==> src/rtl/raw_frame_fragment_reassembler_core_assert.svh <==
// Assertion helpers shared by the reassembler RTL.
`ifndef RAW_FRAME_FRAGMENT_REASSEMBLER_CORE_ASSERT_SVH
`define RAW_FRAME_FRAGMENT_REASSEMBLER_CORE_ASSERT_SVH

// Property that must hold in the same cycle.
`define RFFR_ASSERT(label, clk, rst, prop, msg) \
  label: assert property (@(posedge clk) disable iff (rst) (prop)) else $error(msg);

// Antecedent in one cycle implies consequent in the next.
`define RFFR_ASSERT_NEXT(label, clk, rst, ante, cons, msg) \
  label: assert property (@(posedge clk) disable iff (rst) (ante) |=> (cons)) else $error(msg);

`endif

==> src/rtl/rffr_pkg.sv <==
`default_nettype none

package rffr_pkg;

  localparam int BYTE_W = 8;
  localparam int POS_W  = 11;
  localparam int ADDR_W = 19;
  localparam int LEN_W  = 16;
  localparam int PEER_W = 48;

  localparam int FRAGMENT_BYTES = 1481;
  localparam int PAYLOAD_START  = 19;
  localparam int SRC_FIRST      = 6;
  localparam int SRC_LAST       = 11;
  localparam int LEN_HI_POS     = 15;
  localparam int LEN_LO_POS     = 16;
  localparam int OFFSET_POS     = 17;
  localparam int MORE_POS       = 18;
  localparam int POS_MAX        = 2047;
  localparam int TOTAL_MAX      = 379136;

  localparam logic KIND_WRITE = 1'b0;
  localparam logic KIND_DONE  = 1'b1;

  typedef struct packed {
    logic              result_kind;
    logic [ADDR_W-1:0] write_address;
    logic [BYTE_W-1:0] write_data;
    logic [ADDR_W-1:0] message_bytes;
    logic              last_result;
  } rffr_result_t;

endpackage

`default_nettype wire

==> src/rtl/rffr_out_if.sv <==
`default_nettype none

interface rffr_out_if;
  import rffr_pkg::*;

  logic              valid;
  logic              ready;
  logic              result_kind;
  logic [ADDR_W-1:0] write_address;
  logic [BYTE_W-1:0] write_data;
  logic [ADDR_W-1:0] message_bytes;
  logic              last_result;

  modport source (output valid, result_kind, write_address, write_data, message_bytes,
                  last_result, input ready);
  modport sink (input valid, result_kind, write_address, write_data, message_bytes,
                last_result, output ready);
endinterface

`default_nettype wire

==> src/rtl/rffr_result_fifo.sv <==
`default_nettype none

`include "raw_frame_fragment_reassembler_core_assert.svh"

// Small result queue: takes up to two words per cycle, hands out one.
module rffr_result_fifo (
  input  logic                  clk,
  input  logic                  rst,
  input  logic                  push0,
  input  rffr_pkg::rffr_result_t data0,
  input  logic                  push1,
  input  rffr_pkg::rffr_result_t data1,
  output logic                  room,
  rffr_out_if.source            result
);
  import rffr_pkg::*;

  localparam int DEPTH = 4;
  localparam int PTR_W = $clog2(DEPTH);
  localparam int CNT_W = $clog2(DEPTH + 1);

  rffr_result_t      mem [DEPTH];
  logic [PTR_W-1:0]  wr_ptr, wr_ptr_next;
  logic [PTR_W-1:0]  rd_ptr, rd_ptr_next;
  logic [CNT_W-1:0]  count, count_next;
  logic [PTR_W-1:0]  wr_ptr_plus1;
  logic              pop;
  rffr_result_t      head;

  assign pop          = result.valid && result.ready;
  assign wr_ptr_plus1 = wr_ptr + PTR_W'(1);
  assign wr_ptr_next  = wr_ptr + PTR_W'(push0) + PTR_W'(push1);
  assign rd_ptr_next  = rd_ptr + PTR_W'(pop);
  assign count_next   = count + CNT_W'(push0) + CNT_W'(push1) - CNT_W'(pop);
  // room for a write plus a completion
  assign room         = count <= CNT_W'(DEPTH - 2);

  always_ff @(posedge clk) begin
    if (rst) begin
      wr_ptr <= '0;
      rd_ptr <= '0;
      count  <= '0;
    end else begin
      wr_ptr <= wr_ptr_next;
      rd_ptr <= rd_ptr_next;
      count  <= count_next;
    end
  end

  always_ff @(posedge clk) begin
    for (int i = 0; i < DEPTH; i++) begin
      if (push0 && wr_ptr == PTR_W'(i)) begin
        mem[i] <= data0;
      end else if (push1 && wr_ptr_plus1 == PTR_W'(i)) begin
        mem[i] <= data1;
      end
    end
  end

  assign head                 = mem[rd_ptr];
  assign result.valid         = count != '0;
  assign result.result_kind   = head.result_kind;
  assign result.write_address = head.write_address;
  assign result.write_data    = head.write_data;
  assign result.message_bytes = head.message_bytes;
  assign result.last_result   = head.last_result;

  `RFFR_ASSERT(a_count_bound, clk, rst, count <= CNT_W'(DEPTH), "result queue overfilled")
  `RFFR_ASSERT(a_push_order, clk, rst, !push1 || push0, "second word pushed without first")
  `RFFR_ASSERT_NEXT(a_empty_stays, clk, rst, count == '0 && !push0, !result.valid, "phantom word")

endmodule

`default_nettype wire

==> src/flat_wrapper.sv <==
// flat-port wrapper written by rule: the top's interface ports become plain ports
module rffr_result_fifo_flat import rffr_pkg::*;
  (clk, rst, push0, data0, push1, data1, room, result_valid, result_result_kind, result_write_address, result_write_data, result_message_bytes, result_last_result, result_ready);
  rffr_out_if result_i ();
  input  logic clk;
  input  logic rst;
  input  logic push0;
  input  rffr_pkg::rffr_result_t data0;
  input  logic push1;
  input  rffr_pkg::rffr_result_t data1;
  output logic room;
  output wire logic [$bits(result_i.valid)-1:0] result_valid;
  output wire logic [$bits(result_i.result_kind)-1:0] result_result_kind;
  output wire logic [$bits(result_i.write_address)-1:0] result_write_address;
  output wire logic [$bits(result_i.write_data)-1:0] result_write_data;
  output wire logic [$bits(result_i.message_bytes)-1:0] result_message_bytes;
  output wire logic [$bits(result_i.last_result)-1:0] result_last_result;
  input wire logic [$bits(result_i.ready)-1:0] result_ready;
  assign result_valid = result_i.valid;
  assign result_result_kind = result_i.result_kind;
  assign result_write_address = result_i.write_address;
  assign result_write_data = result_i.write_data;
  assign result_message_bytes = result_i.message_bytes;
  assign result_last_result = result_i.last_result;
  assign result_i.ready = result_ready;
  rffr_result_fifo u_core (.clk(clk), .rst(rst), .push0(push0), .data0(data0), .push1(push1), .data1(data1), .room(room), .result(result_i));
endmodule
==> config.mk <==
export PLATFORM = sky130hd
export DESIGN_NAME = rffr_result_fifo_flat
export DESIGN_NICKNAME = d
export VERILOG_FILES = /design/src/rtl/rffr_pkg.sv /design/src/rtl/rffr_out_if.sv /design/src/rtl/rffr_result_fifo.sv /design/src/flat_wrapper.sv
export VERILOG_INCLUDE_DIRS = /design/src /design/src/rtl
export SDC_FILE = /design/constraint.sdc
export NUM_CORES = 1
export LEC_CHECK = 0
export BUFFER_PORTS_ARGS = -buffer_cell sky130_fd_sc_hd__buf_2
export CAP_MARGIN = 20
export CORE_MARGIN = 10
export CORE_UTILIZATION = 40
export CTS_CLUSTER_DIAMETER = 120
export DETAILED_ROUTE_END_ITERATION = 12
export SLEW_MARGIN = 20
export SYNTH_ARGS = -nofsm -noshare
export SYNTH_HDL_FRONTEND = slang
export SYNTH_SLANG_ARGS = --single-unit
==> constraint.sdc <==
create_clock -name clk -period 9.1 [get_ports clk]
set_input_delay 1.82 -clock clk [delete_from_list [all_inputs] [get_ports clk]]
set_output_delay 1.82 -clock clk [all_outputs]
set_load 0.1 [all_outputs]
; Word level (Yosys, flattened, before mapping)
; Memory sizes are Yosys's and may differ from the RTL's. A register that Yosys moved wholly into a read port is not among the register bits.
; Cells that the tools add are included.
[word_totals]
ff_bits = 7
latchBits = 0
ram_bits = 192
mem_bits_ro = 0
out_inout_bits = 50
n_memories = 1
[mem_list]
columns = name, words, width, read_ports, rd_clocked_by_memory_dff, write_ports, line_no
row1 = u_core.mem, 4, 48, 1, 1, 2, rffr_result_fifo.sv:22  ; rffr_result_t mem [DEPTH];
[classes]
n_addsub = 7
multipliers = 0
div_mod_pow = 0
order_cmp = 1
n_eq_ne = 6
n_shift = 0
mux = 31
bitwise_logic = 4
reduce_logical = 14
[op_table]
columns = op, count
row1 = two-way mux 48 bit, 6
row2 = OR reduction 48 bit, 2
row3 = two-way mux 1 bit, 22
row4 = logical AND 1 bit, 9
row5 = "equality test 2 bit, second input constant", 4
row6 = adder 2 x 1 -> 2 bit, 3
row7 = adder 3 x 1 -> 3 bit, 2
row8 = two-way mux 2 bit, 3
row9 = "equality test 2 x 1 -> 1 bit, second input constant", 2
row10 = zero test 2 bit, 2
row11 = bitwise OR 1 bit, 4
row12 = "<= comparator 3 x 2 -> 1 bit, second input constant", 1
row13 = nonzero test 3 bit, 1
row14 = subtractor 3 x 1 -> 3 bit, 1
row15 = "adder 2 x 1 -> 2 bit, second input constant", 1

; Logic depth before layout (Yosys ltp)
[depth]
word_depth = 9
ltp_mapped = 8
mapped_depth_nobuf = 8

; Least setup slack after synthesis
; No wires, ideal clock.
[synth_timing]
path_type = input port to flip-flop
startpoint = in push0
endpoint = mem u_core.mem[2][0] in the netlist's numbering, enable pin
arrival_time_ns = 5.274
required_ns = 8.580
slack_ns = 3.306
path_stages = 2
n_path_buf = 0
cell_sequence = nand2b_1 > o21ai_0
[synth_lines]
columns = element, line_no
row1 = start: declaration, flat_wrapper.sv:7  ; input logic push0;
row2 = end: declaration, rffr_result_fifo.sv:22

==> flow_metrics.tcl <==
set metrics [dict create \
    status "completed" \
    drc 0 \
    vias_per_cell 5.25 \
    die_h_um 175 \
    powerDensity_nw_per_um2 296 \
    hold_path.class "flip-flop to flip-flop" \
    path_clk_slew_ns 0.07 \
    initial_core_util 0.408 \
    dpl.hpwl_mm 14.1 \
    grt_setup_unrepaired "false" \
    syn_area_per_cell_um2 19.0 \
    antenna_left 0 \
    cts_buffer_depth 2 \
    fin_crit_sh 0.473 \
    timing.fmax_mhz 232 \
    endpoint_kind "output pin" \
    post_cts_resized 0 \
    dieArea_um2 30600 \
    period_minus_slack_ns 4.30 \
    maxSlewViolCount 0 \
    worstPathMaxFanout 31 \
    yosysTopAreaCell "edfxtp_1" \
    vias 5208 \
    core_region_area_um2 23500 \
    grt.overflow.total 0 \
    cts_tree "built" \
    dieWidth_um 175 \
    track_usage 0.153 \
    synth-seq-cells 199 \
    synth_top_area_frac 0.601 \
    worstMarginPinSlew_ns 0.921 \
    crit_path_start_kind "flip-flop" \
    hold_buffers 0 \
    boundaryPins 151 \
    cts_root_buf "clkbuf_16" \
    routedWlPerCell_um 23.3 \
    syn2layout_area_growth_pct 18.1 \
    syn_area_um2 9600 \
    drv_cap 0 \
    critical_path_class "flip-flop to output pin" \
    netlist_instances 506 \
    critPathRequiredTime_ns 7.28 \
    final_cells 992 \
    post_cts_buffers 0 \
    critPathArrivalTime_ns 2.48 \
    grt_max_degree 50 \
    setup_tns_ns 0 \
    gp_congestion 0.718 \
    synthDistinctLibCells 25 \
    num_rows 56 \
    synthesis.nets 613 \
    clock-sinks 199 \
    drt_iter0_markers 277 \
    peakVddDrop_v 0.000180 \
    leakage_nw 3.96 \
    finalSetupViolations 0 \
    drt-pass1-iter-count 4 \
    grt_pass1_vias 5898 \
    seqPwrFrac 0.361 \
    io_buffers 150 \
    clockPowerShare 0.227 \
    fin_skew_ns 0.00797 \
    numCtsBuffers 17 \
    wirelength_mm 23.1 \
    drive_above_1_share 0.654 \
    clk_latency_ns 0.42 \
    finish.net_count 761 \
    sw_frac_of_total 0.421 \
    pwr-share-comb 0.412 \
    dp_cells 954 \
    yosysSeqAreaShare 0.615 \
    grt_first_pass_wirelength_mm 35.5 \
    antenna_found_initial 8 \
    finalHoldViolCount 0 \
    htree_num_levels 4 \
    relSlewSlack 0.383 \
    intPower_mw 1.94 \
    ys_warn_count 0 \
    ys_top_cells_by_area "edfxtp_1, mux2_2, mux4_2" \
    p_sw_mw 1.41 \
]
-- per-layer routing --
layer  part of all wire  global-route usage  vias up
li1                   -                   -     2369
met1               0.41               0.180     2712
met2               0.53               0.267       99
met3              0.047              0.0405       24
met4              0.012              0.0473        4
met5             0.0015                   0        -
-- worst max-delay path, stage by stage (launching register included) --
cell,delay [ns]
dfxtp_2,0.72
buf_4,0.55
mux4_2,0.33
buf_2,0.44
-- registers in the layout (all words and copies together) (netlist names) --
name / cells
u_core.mem: 192
u_core.rd_ptr: 2
u_core.wr_ptr: 2
u_core.count: 3
-- placed cells by master (no fill, tap or decap) --
cell type	count
dfxtp_2	1
nor2_4	2
clkinv_2	3
nor2b_1	4
xor2_1	1
nor2_1	4
nand2b_1	1
nor3b_4	1
clkbuf_16	17
dfxtp_4	1
nand3_4	1
buf_2	150
buf_4	8
xnor2_1	2
clkinvlp_4	2
o21ai_4	2
diode_2	6
clkinv_1	2
ha_1	3
fa_1	3
buf_12	2
or3_1	1
nand3b_1	2
inv_1	6
and2_1	1
edfxtp_1	192
clkbuf_1	2
a21o_1	1
inv_6	2
mux4_2	48
mux2i_1	1
clkinv_4	1
mux2_2	192
bufinv_16	3
dfxtp_1	5
-- per-stage QoR --
stage                     instance area [µm²]  utilization  setup slack [ns]  power [mW]  hold slack (ns)
final                                   11300        0.481              4.80        3.36            0.676
after global routing                    11300        0.481              4.65        3.48            0.718
after CTS                               11300        0.481              4.72        3.40            0.686
after detailed placement                10700        0.456              5.05        2.64            0.669
after global placement                  10700        0.454              5.00        2.61            0.632
after floorplan                          9600            -              3.31        2.36            0.587
-- power groups by stage --
| stage | Combinational (mW) | Clock, mW | Sequential (mW) |
|---|---|---|---|
| final | 1.38 | 0.760 | 1.21 |
| after global routing | 1.44 | 0.809 | 1.23 |
| after CTS | 1.41 | 0.776 | 1.22 |
| after detailed placement | 1.40 | 0 | 1.24 |
| after global placement | 1.34 | 0 | 1.27 |
| after floorplan | 1.16 | 0 | 1.20 |
-- synthesized netlist by cell type (all sizes together) --
cell type,count
a21o,1
and2,1
buf,30
clkbuf,1
dfxtp,7
edfxtp,192
fa,3
ha,3
inv,6
mux2,192
mux2i,1
mux4,48
nand2b,1
nand3,1
nand3b,2
nor2,6
nor2b,4
nor3b,1
o21ai,2
or3,1
xnor2,2
xor2,1
-- logic make-up after synthesis --
family / share of synthesized area
muxes: 0.339
DFF: 0.615
buffers and inverters: 0.0205
and+or+nand+nor: 0.0103
adders and majority gates: 0.0102
AOI/OAI and AO/OA: 0.00183
xor gates and xnor gates: 0.00274
-- worst paths after layout --
check,cells past startpoint,end,slack [ns],start
worst max-delay path,3,result_message_bytes[4],4.80,u_core.rd_ptr[1]
worst min-delay path,4,u_core.count[2],0.68,u_core.count[2]
worst max register to register,3,u_core.mem[0][29],6.33,u_core.wr_ptr[1]
worst min register to register,4,u_core.count[2],0.68,u_core.count[2]
-- cell type report --
class | instances | area, µm²
clock buffer | 19 | 433
clock inverter | 13 | 154
fill | 2039 | 12200
timing repair buffer | 160 | 851
tap | 319 | 399
multi-input combinational | 270 | 3550
antenna | 6 | 15.0
inverter | 6 | 22.5
sequential | 199 | 5910
No activity file was read; power rests on OpenSTA's default activity.
